File: config.mk
export PLATFORM = sky130hd
export DESIGN_NAME = rv32i_instruction_decoder_top
export DESIGN_NICKNAME = d
export VERILOG_FILES = /design/src/rtl/core/rvd_pkg.sv /design/src/rtl/core/rvd_decode.sv /design/src/rtl/core/rvd_result_reg.sv /design/src/rtl/core/rv32i_instruction_decoder_top.sv
export SDC_FILE = /design/constraint.sdc
export NUM_CORES = 1
export LEC_CHECK = 0
export ABC_AREA = 1
export BUFFER_PORTS_ARGS = -buffer_cell sky130_fd_sc_hd__buf_2
export CORE_MARGIN = 10
export CORE_UTILIZATION = 25
export DETAILED_ROUTE_END_ITERATION = 8
export GPL_TIMING_DRIVEN = 0
export PLACE_DENSITY_LB_ADDON = 0.2
export SYNTH_ARGS = -nofsm -noshare
export SYNTH_HDL_FRONTEND = slang
export SYNTH_SLANG_ARGS = --single-unit
File: constraint.sdc
create_clock -name clk_i -period 4.9 [get_ports clk_i]
set_input_delay 0.735 -clock clk_i [delete_from_list [all_inputs] [get_ports clk_i]]
set_output_delay 0.735 -clock clk_i [all_outputs]
set_load 0.05 [all_outputs]
File: src/rtl/core/rvd_pkg.sv
// Shared types and constants for the RV32I instruction decoder.
// Opcode and funct encodings, format and operation codes, decode result struct.
// No dependencies.
package rvd_pkg;

  // Major opcodes (bits 6:0)
  localparam logic [6:0] OPC_R     = 7'b0110011;
  localparam logic [6:0] OPC_IALU  = 7'b0010011;
  localparam logic [6:0] OPC_LOAD  = 7'b0000011;
  localparam logic [6:0] OPC_JALR  = 7'b1100111;
  localparam logic [6:0] OPC_STORE = 7'b0100011;
  localparam logic [6:0] OPC_BR    = 7'b1100011;
  localparam logic [6:0] OPC_AUIPC = 7'b0010111;
  localparam logic [6:0] OPC_LUI   = 7'b0110111;
  localparam logic [6:0] OPC_JAL   = 7'b1101111;

  // funct7 values
  localparam logic [6:0] F7_BASE = 7'b0000000;
  localparam logic [6:0] F7_ALT  = 7'b0100000;

  // funct3 values, ALU group
  localparam logic [2:0] F3_ADD  = 3'd0;
  localparam logic [2:0] F3_SLL  = 3'd1;
  localparam logic [2:0] F3_SLT  = 3'd2;
  localparam logic [2:0] F3_SLTU = 3'd3;
  localparam logic [2:0] F3_XOR  = 3'd4;
  localparam logic [2:0] F3_SR   = 3'd5;
  localparam logic [2:0] F3_OR   = 3'd6;
  localparam logic [2:0] F3_AND  = 3'd7;

  // funct3 values, loads and stores
  localparam logic [2:0] F3_B  = 3'd0;
  localparam logic [2:0] F3_H  = 3'd1;
  localparam logic [2:0] F3_W  = 3'd2;
  localparam logic [2:0] F3_BU = 3'd4;
  localparam logic [2:0] F3_HU = 3'd5;

  // funct3 values, branches and jalr
  localparam logic [2:0] F3_BEQ  = 3'd0;
  localparam logic [2:0] F3_BNE  = 3'd1;
  localparam logic [2:0] F3_BLT  = 3'd4;
  localparam logic [2:0] F3_BGE  = 3'd5;
  localparam logic [2:0] F3_BLTU = 3'd6;
  localparam logic [2:0] F3_BGEU = 3'd7;
  localparam logic [2:0] F3_JALR = 3'd0;

  // Address tag width
  localparam int unsigned TagW = 12;

  typedef enum logic [3:0] {
    FMT_R      = 4'd0,
    FMT_I_ALU  = 4'd1,
    FMT_I_SHFT = 4'd2,
    FMT_I_LOAD = 4'd3,
    FMT_JALR   = 4'd4,
    FMT_S      = 4'd5,
    FMT_B      = 4'd6,
    FMT_U      = 4'd7,
    FMT_J      = 4'd8
  } fmt_e;

  typedef enum logic [5:0] {
    OP_ADD, OP_SUB, OP_AND, OP_OR, OP_XOR, OP_SLL, OP_SRL, OP_SRA, OP_SLT, OP_SLTU,
    OP_SLLI, OP_SRLI, OP_SRAI, OP_ADDI, OP_ANDI, OP_ORI, OP_XORI, OP_SLTI, OP_SLTIU,
    OP_LB, OP_LBU, OP_LH, OP_LHU, OP_LW, OP_JALR, OP_SB, OP_SH, OP_SW,
    OP_BEQ, OP_BGE, OP_BGEU, OP_BLT, OP_BLTU, OP_BNE, OP_AUIPC, OP_LUI, OP_JAL
  } op_e;

  typedef struct packed {
    fmt_e               fmt;
    op_e                op;
    logic [4:0]         rd;
    logic [4:0]         rs1;
    logic [4:0]         rs2;
    logic signed [31:0] imm;
    logic [TagW-1:0]    tag;
    logic               illegal;
  } rvd_result_t;

endpackage

File: src/rtl/core/rvd_decode.sv
// Combinational RV32I decode: format, operation, register fields, immediate.
// Depends on rvd_pkg.
module rvd_decode (
  input  logic [31:0]         addr_i,
  input  logic [31:0]         word_i,
  output rvd_pkg::rvd_result_t result_o
);
  import rvd_pkg::*;

  logic [6:0]  opc;
  logic [2:0]  f3;
  logic [6:0]  f7;
  logic [31:0] imm_i;
  logic [31:0] imm_s;
  logic [31:0] imm_b;
  logic [31:0] imm_u;
  logic [31:0] imm_j;
  logic [31:0] imm_sh;
  fmt_e        fmt;
  op_e         op;
  logic [31:0] imm;
  logic        known;

  assign opc = word_i[6:0];
  assign f3  = word_i[14:12];
  assign f7  = word_i[31:25];

  // Immediate forms
  assign imm_i  = {{20{word_i[31]}}, word_i[31:20]};
  assign imm_s  = {{20{word_i[31]}}, word_i[31:25], word_i[11:7]};
  assign imm_b  = {{19{word_i[31]}}, word_i[31], word_i[7], word_i[30:25],
                   word_i[11:8], 1'b0};
  assign imm_u  = {word_i[31:12], 12'd0};
  assign imm_j  = {{11{word_i[31]}}, word_i[31], word_i[19:12], word_i[20],
                   word_i[30:21], 1'b0};
  assign imm_sh = {27'd0, word_i[24:20]};

  // Opcode and funct decode
  always_comb begin
    fmt   = FMT_R;
    op    = OP_ADD;
    imm   = 32'd0;
    known = 1'b0;
    unique case (opc)
      OPC_R: begin
        known = 1'b1;
        unique case ({f3, f7})
          {F3_ADD,  F7_BASE}: op = OP_ADD;
          {F3_ADD,  F7_ALT}:  op = OP_SUB;
          {F3_AND,  F7_BASE}: op = OP_AND;
          {F3_OR,   F7_BASE}: op = OP_OR;
          {F3_XOR,  F7_BASE}: op = OP_XOR;
          {F3_SLL,  F7_BASE}: op = OP_SLL;
          {F3_SR,   F7_BASE}: op = OP_SRL;
          {F3_SR,   F7_ALT}:  op = OP_SRA;
          {F3_SLT,  F7_BASE}: op = OP_SLT;
          {F3_SLTU, F7_BASE}: op = OP_SLTU;
          default:            known = 1'b0;
        endcase
      end
      OPC_IALU: begin
        known = 1'b1;
        if (f3 == F3_SLL || f3 == F3_SR) begin
          fmt = FMT_I_SHFT;
          imm = imm_sh;
          unique case ({f3, f7})
            {F3_SLL, F7_BASE}: op = OP_SLLI;
            {F3_SR,  F7_BASE}: op = OP_SRLI;
            {F3_SR,  F7_ALT}:  op = OP_SRAI;
            default:           known = 1'b0;
          endcase
        end else begin
          fmt = FMT_I_ALU;
          imm = imm_i;
          unique case (f3)
            F3_ADD:  op = OP_ADDI;
            F3_AND:  op = OP_ANDI;
            F3_OR:   op = OP_ORI;
            F3_XOR:  op = OP_XORI;
            F3_SLT:  op = OP_SLTI;
            F3_SLTU: op = OP_SLTIU;
            default: known = 1'b0;
          endcase
        end
      end
      OPC_LOAD: begin
        fmt   = FMT_I_LOAD;
        imm   = imm_i;
        known = 1'b1;
        unique case (f3)
          F3_B:    op = OP_LB;
          F3_BU:   op = OP_LBU;
          F3_H:    op = OP_LH;
          F3_HU:   op = OP_LHU;
          F3_W:    op = OP_LW;
          default: known = 1'b0;
        endcase
      end
      OPC_JALR: begin
        fmt   = FMT_JALR;
        imm   = imm_i;
        known = (f3 == F3_JALR);
        op    = known ? OP_JALR : OP_ADD;
      end
      OPC_STORE: begin
        fmt   = FMT_S;
        imm   = imm_s;
        known = 1'b1;
        unique case (f3)
          F3_B:    op = OP_SB;
          F3_H:    op = OP_SH;
          F3_W:    op = OP_SW;
          default: known = 1'b0;
        endcase
      end
      OPC_BR: begin
        fmt   = FMT_B;
        imm   = imm_b;
        known = 1'b1;
        unique case (f3)
          F3_BEQ:  op = OP_BEQ;
          F3_BGE:  op = OP_BGE;
          F3_BGEU: op = OP_BGEU;
          F3_BLT:  op = OP_BLT;
          F3_BLTU: op = OP_BLTU;
          F3_BNE:  op = OP_BNE;
          default: known = 1'b0;
        endcase
      end
      OPC_AUIPC: begin
        fmt   = FMT_U;
        imm   = imm_u;
        op    = OP_AUIPC;
        known = 1'b1;
      end
      OPC_LUI: begin
        fmt   = FMT_U;
        imm   = imm_u;
        op    = OP_LUI;
        known = 1'b1;
      end
      OPC_JAL: begin
        fmt   = FMT_J;
        imm   = imm_j;
        op    = OP_JAL;
        known = 1'b1;
      end
      default: ;
    endcase
  end

  // Pack the result
  always_comb begin
    result_o.fmt     = fmt;
    result_o.op      = known ? op : OP_ADD;
    result_o.rd      = word_i[11:7];
    result_o.rs1     = word_i[19:15];
    result_o.rs2     = word_i[24:20];
    result_o.imm     = imm;
    result_o.tag     = addr_i[TagW-1:0];
    result_o.illegal = !known;
  end

endmodule

File: src/rtl/core/rvd_result_reg.sv
// Output register stage holding one decoded result until the sink takes it.
// Depends on rvd_pkg.
module rvd_result_reg (
  input  logic                clk_i,
  input  logic                rst_ni,
  input  logic                valid_i,
  output logic                ready_o,
  input  rvd_pkg::rvd_result_t data_i,
  output logic                valid_o,
  input  logic                ready_i,
  output rvd_pkg::rvd_result_t data_o
);
  import rvd_pkg::*;

  logic        valid_q;
  rvd_result_t data_q;

  // Can load when empty or when the held result leaves this cycle
  assign ready_o = !valid_q || ready_i;
  assign valid_o = valid_q;
  assign data_o  = data_q;

  // Valid flag
  always_ff @(posedge clk_i or negedge rst_ni) begin
    if (!rst_ni) begin
      valid_q <= 1'b0;
    end else if (ready_o) begin
      valid_q <= valid_i;
    end
  end

  // Payload
  always_ff @(posedge clk_i) begin
    if (ready_o && valid_i) begin
      data_q <= data_i;
    end
  end

endmodule

File: src/rtl/core/rv32i_instruction_decoder_top.sv
// RV32I instruction decoder top level: input register, decode logic, result register.
// Depends on rvd_pkg, rvd_decode and rvd_result_reg.
//
// Usage:
//   Slave stream s_axis carries one instruction per transaction: tdata holds the
//   fetch address and the raw instruction word. Master stream m_axis returns one
//   decoded result per instruction, in order: format class, operation number,
//   register indexes, immediate and the low 12 address bits in tdata, and the
//   illegal-encoding flag in tuser.
//   The accepting edge loads the input register; the decoded result then moves into
//   the result register once that register can take it, and m_axis presents it.
//   Throughput is one instruction per cycle while m_axis_tready is high.
//   Reset clears both stage valid flags; no result is presented until an
//   instruction is taken. When the sink stalls, the result register holds its
//   transaction, the input register fills behind it, and s_axis_tready drops
//   once both are occupied; nothing is dropped or repeated.
module rv32i_instruction_decoder_top (
  input  logic        clk_i,
  input  logic        rst_ni,
  input  logic        s_axis_tvalid,
  output logic        s_axis_tready,
  // tdata: [31:0] instr_address, [63:32] instr_word
  input  logic [63:0] s_axis_tdata,
  output logic        m_axis_tvalid,
  input  logic        m_axis_tready,
  // tdata: [3:0] format_class, [9:4] op_kind, [14:10] dest_reg, [19:15] src1_reg,
  //        [24:20] src2_reg, [56:25] imm_value, [68:57] addr_tag, [71:69] zero
  output logic [71:0] m_axis_tdata,
  // tuser: [0] illegal
  output logic        m_axis_tuser
);
  import rvd_pkg::*;

  logic        in_valid_q;
  logic [31:0] in_addr_q;
  logic [31:0] in_word_q;
  logic        res_ready;
  rvd_result_t dec_result;
  rvd_result_t out_result;

  // Input register accepts when empty or when its content moves on
  assign s_axis_tready = !in_valid_q || res_ready;

  always_ff @(posedge clk_i or negedge rst_ni) begin
    if (!rst_ni) begin
      in_valid_q <= 1'b0;
    end else if (s_axis_tready) begin
      in_valid_q <= s_axis_tvalid;
    end
  end

  always_ff @(posedge clk_i) begin
    if (s_axis_tready && s_axis_tvalid) begin
      in_addr_q <= s_axis_tdata[31:0];
      in_word_q <= s_axis_tdata[63:32];
    end
  end

  // Decode
  rvd_decode u_decode (
    .addr_i   (in_addr_q),
    .word_i   (in_word_q),
    .result_o (dec_result)
  );

  // Result register
  rvd_result_reg u_result_reg (
    .clk_i   (clk_i),
    .rst_ni  (rst_ni),
    .valid_i (in_valid_q),
    .ready_o (res_ready),
    .data_i  (dec_result),
    .valid_o (m_axis_tvalid),
    .ready_i (m_axis_tready),
    .data_o  (out_result)
  );

  // Output packing
  assign m_axis_tdata = {3'b000, out_result.tag, out_result.imm, out_result.rs2,
                         out_result.rs1, out_result.rd, out_result.op, out_result.fmt};
  assign m_axis_tuser = out_result.illegal;

`ifndef SYNTHESIS
  // An illegal encoding always reports operation zero
  assert property (@(posedge clk_i) disable iff (!rst_ni)
    m_axis_tvalid && m_axis_tuser |-> out_result.op == OP_ADD)
    else $error("illegal result with nonzero op_kind");

  // Format class stays in its defined range
  assert property (@(posedge clk_i) disable iff (!rst_ni)
    m_axis_tvalid |-> out_result.fmt <= FMT_J)
    else $error("format_class out of range");

  // R format (and unknown opcodes) carry a zero immediate
  assert property (@(posedge clk_i) disable iff (!rst_ni)
    m_axis_tvalid && out_result.fmt == FMT_R |-> out_result.imm == 32'sd0)
    else $error("R format with nonzero immediate");

  // A pending instruction reaches an empty result register in the next cycle
  assert property (@(posedge clk_i) disable iff (!rst_ni)
    in_valid_q && !m_axis_tvalid |=> m_axis_tvalid)
    else $error("decoded instruction not forwarded");
`endif

endmodule

==> impl_results.md <==
- Leak: 0.00278 uW
- Ys flop type: edfxtp_1
- Mapped Cells: 375
- Placed inst area: 5760 um2
- VDD IR max: 0.225 mV
- Distinct cell type count after synthesis: 32
- Clock skew: 10.4 ps
- Chip height: 158 um
- Filler cells: 1928
- Post-CTS setup buffer count: 0
- Worst Hold Class: primary input to asynchronous set/reset pin
- Worst Tran Pin Value: 828 ps
- Overall die area: 25100 um2
- Register area: 3470 um2
- Vias in the first global route: 3569
- Crit share post-route: 42.1%
- CTS tree: done
- Most frequent CP cell: buf_2
- Die X-Extent: 158 um
- Gr ovfl total: 0
- Multi-input combinational cell area: 1120 um2
- Slew HR: 44.7%
- Gpl congestion: 0.805
- Detailed Route Iter0 Violations: 192
- Element type at the critical path end: output port
- Startpoint Class: primary input
- Vias: 3278
- CTS Hold Bufs: 0
- CP max-delay cell: buf_2
- Initial antenna violation count: 1
- Clock Sinks: 116
- Max_cap viols: 0
- Via/cell ratio: 4.28
- Wire per inst: 17.0 um
- Async set-reset flop share out of synthesis: 1.72%
- Rows: 50
- Worst-path cell chain: buf_2, inv_1, nand3_1, buf_2
- Worst-Skew Late Latency: 410 ps
- Post-Syn Area per Cell: 12.8 um2
- Placed cells: 733
- Sequential fraction of the synthesis area: 72.6%
- Status: completed
- # resized after CTS: 0
- Drc violations: 0
- CP Data Arrival Time: 1330 ps
- Final Setup Violations: 0
- Largest net degree at the start of global routing: 31
- Worst R2R Path Depth: 3
- Maximum clock rate: 485 MHz
- R2R Setup Slk: 2990 ps
- Slowest Stage Delay on Critical Path: 240 ps
- Detailed-route wire length: 13000 um
- Post-synth EDFFs: 114
- Design area: 6330 um2
- DP HPWL: 9760 um
- Clock buffer depth: 2
- Met2 usage: 16.1%
- Fin. max-slew vios: 0
- GR Util met1: 12.3%
- M3 GR Usage: 5.50%
- Worst R2R End: u_result_reg.data_o[39]
- Syn. warnings: 0
- Post-Syn Area: 4780 um2
- Initial Util: 25.5%
- IO buf count: 119
- Clk slew on worst S/H paths: 50 ps
- Crit path kind: primary input to output port
- Most Crowded Layer GR: met2
- # IOs: 143
- Root buf cell: clkbuf_16
- Synth-to-layout area growth: 32.4%
- CTS Buf Count: 17
- Cell Pwr Density: 453 nW/um2
- First-pass GRT wire length: 19700 um
- Maximum fanout along the worst path: 3
- Global Route Usage Sum: 10.6%
- Minimum clock period: 2060 ps
- RSZ-0062 raised after global routing: false
- Total Nets Final: 586
- H-tree levels: 4
- Yosys reg bits: 116
- DR pass1 iterations: 4
- RR Startpoint: u_result_reg.valid_o
- Final Instance Count excl. Fillers: 765
- CORE AREA: 18800 um2
- Post-route antenna net violation count: 0
- Final Hold Fails: 0
- Share of layout cells above drive strength 1: 35.3%
- Worst EP required: 4160 ps
[report_power, final]
| part | internal (uW) | switching (uW) | leakage [uW] |
|---|---|---|---|
| combinational | 82.0 | 327 | 0.00138 |
| clock | 790 | 433 | 0.000275 |
| sequential | 1200 | 36.4 | 0.00113 |
| total | 2070 | 796 | 0.00278 |
[flip-flops by register name, indices dropped and copies added (netlist names)]
register              flops
u_result_reg.valid_o      1
u_result_reg.data_o      70
in_word_q                32
in_addr_q                12
in_valid_q                1
[cell type report]
| cell class | instances | share of cell area (%) |
|---|---|---|
| Antenna cell | 1 | 0.0395 |
| Buffer | 10 | 1.22 |
| Clock buffer | 20 | 6.89 |
| Clock inverter | 11 | 2.15 |
| Inverter | 34 | 2.09 |
| Multi-Input combinational cell | 217 | 17.7 |
| Sequential cell | 116 | 54.8 |
| Tap cell | 234 | 4.62 |
| Timing Repair Buffer | 122 | 10.5 |
[kinds of logic (layout without fill, tap and decap cells)]
logic type             count (synthesis)  count (layout)  synth area share [%]
buffers and inverters                 44             197                  4.39
and+or+nand+nor                      170             170                  16.6
AOI/OAI and AO/OA                     44              44                  6.33
DFF                                  116             116                  72.6
other                                  1               4                0.0784
[routing by layer]
metal / wire length, um / up-vias
met5: 0 / -
met4: 116 / 0
met3: 1240 / 9
met2: 6230 / 105
met1: 5440 / 1560
li1: - / 1604
[cell usage in the layout (no fill, tap or decap), types with 3 or more instances in the layout]
cell	instances
nand2_4	3
a21oi_1	9
nor2_4	4
bufinv_16	3
o211ai_2	7
nand2_2	3
edfxtp_1	114
o31ai_1	7
nand2_1	87
conb_1	3
clkinv_2	3
nor2_1	33
clkbuf_1	3
nand3_1	24
buf_2	120
o21ai_0	14
clkbuf_16	17
clkinv_1	3
o211ai_1	5
nor3_1	6
buf_4	6
inv_2	3
inv_1	29
[Yosys cell counts (3+ instances only)]
cell      instances  share of area, %
nor2_4            4              0.94
nor2_1           33               2.6
nand3_1          24               2.5
a21oi_1          10               1.0
o211ai_1          5              0.78
inv_1            30               2.4
nand2_1          87               6.8
buf_4             6              0.94
o211ai_2          7               1.8
nor3_1            6              0.63
o21ai_0          14               1.5
nand2_2           3              0.39
nand2_4           3              0.71
edfxtp_1        114                72
o31ai_1           7               1.1
[how the worst max path moves through the flow]
| stage | from | endpoint | slack [ps] |
|---|---|---|---|
| after floorplan | m_axis_tready | u_result_reg.data_o[0] | 210 |
| after global placement | m_axis_tready | u_result_reg.data_o[21] | -1650 |
| after detailed placement | m_axis_tready | u_result_reg.data_o[38] | 2480 |
| after CTS | m_axis_tready | s_axis_tready | 2830 |
| after global routing | m_axis_tready | s_axis_tready | 2790 |
| final | m_axis_tready | s_axis_tready | 2840 |
[per-stage QoR]
stage	util [%]	hold WS (ps)	TNS, ps	worst slack, ps	power, uW
2_1_floorplan	-	400	0	206	1540
4_1_cts	33.7	77.2	0	2830	2910
6_report	33.7	106	0	2840	2870
3_3_place_gp	30.3	400	-115200	-1650	1660
5_1_grt	33.7	71.4	0	2790	2980
3_5_place_dp	30.7	405	0	2480	1670
[worst max-delay path, delay by kind of cell]
kind / cells / cell delay [ps]
buffers and inverters: 3 / 460
and+or+nand+nor: 1 / 130
Note: power is estimated with default switching activity, not from simulation.
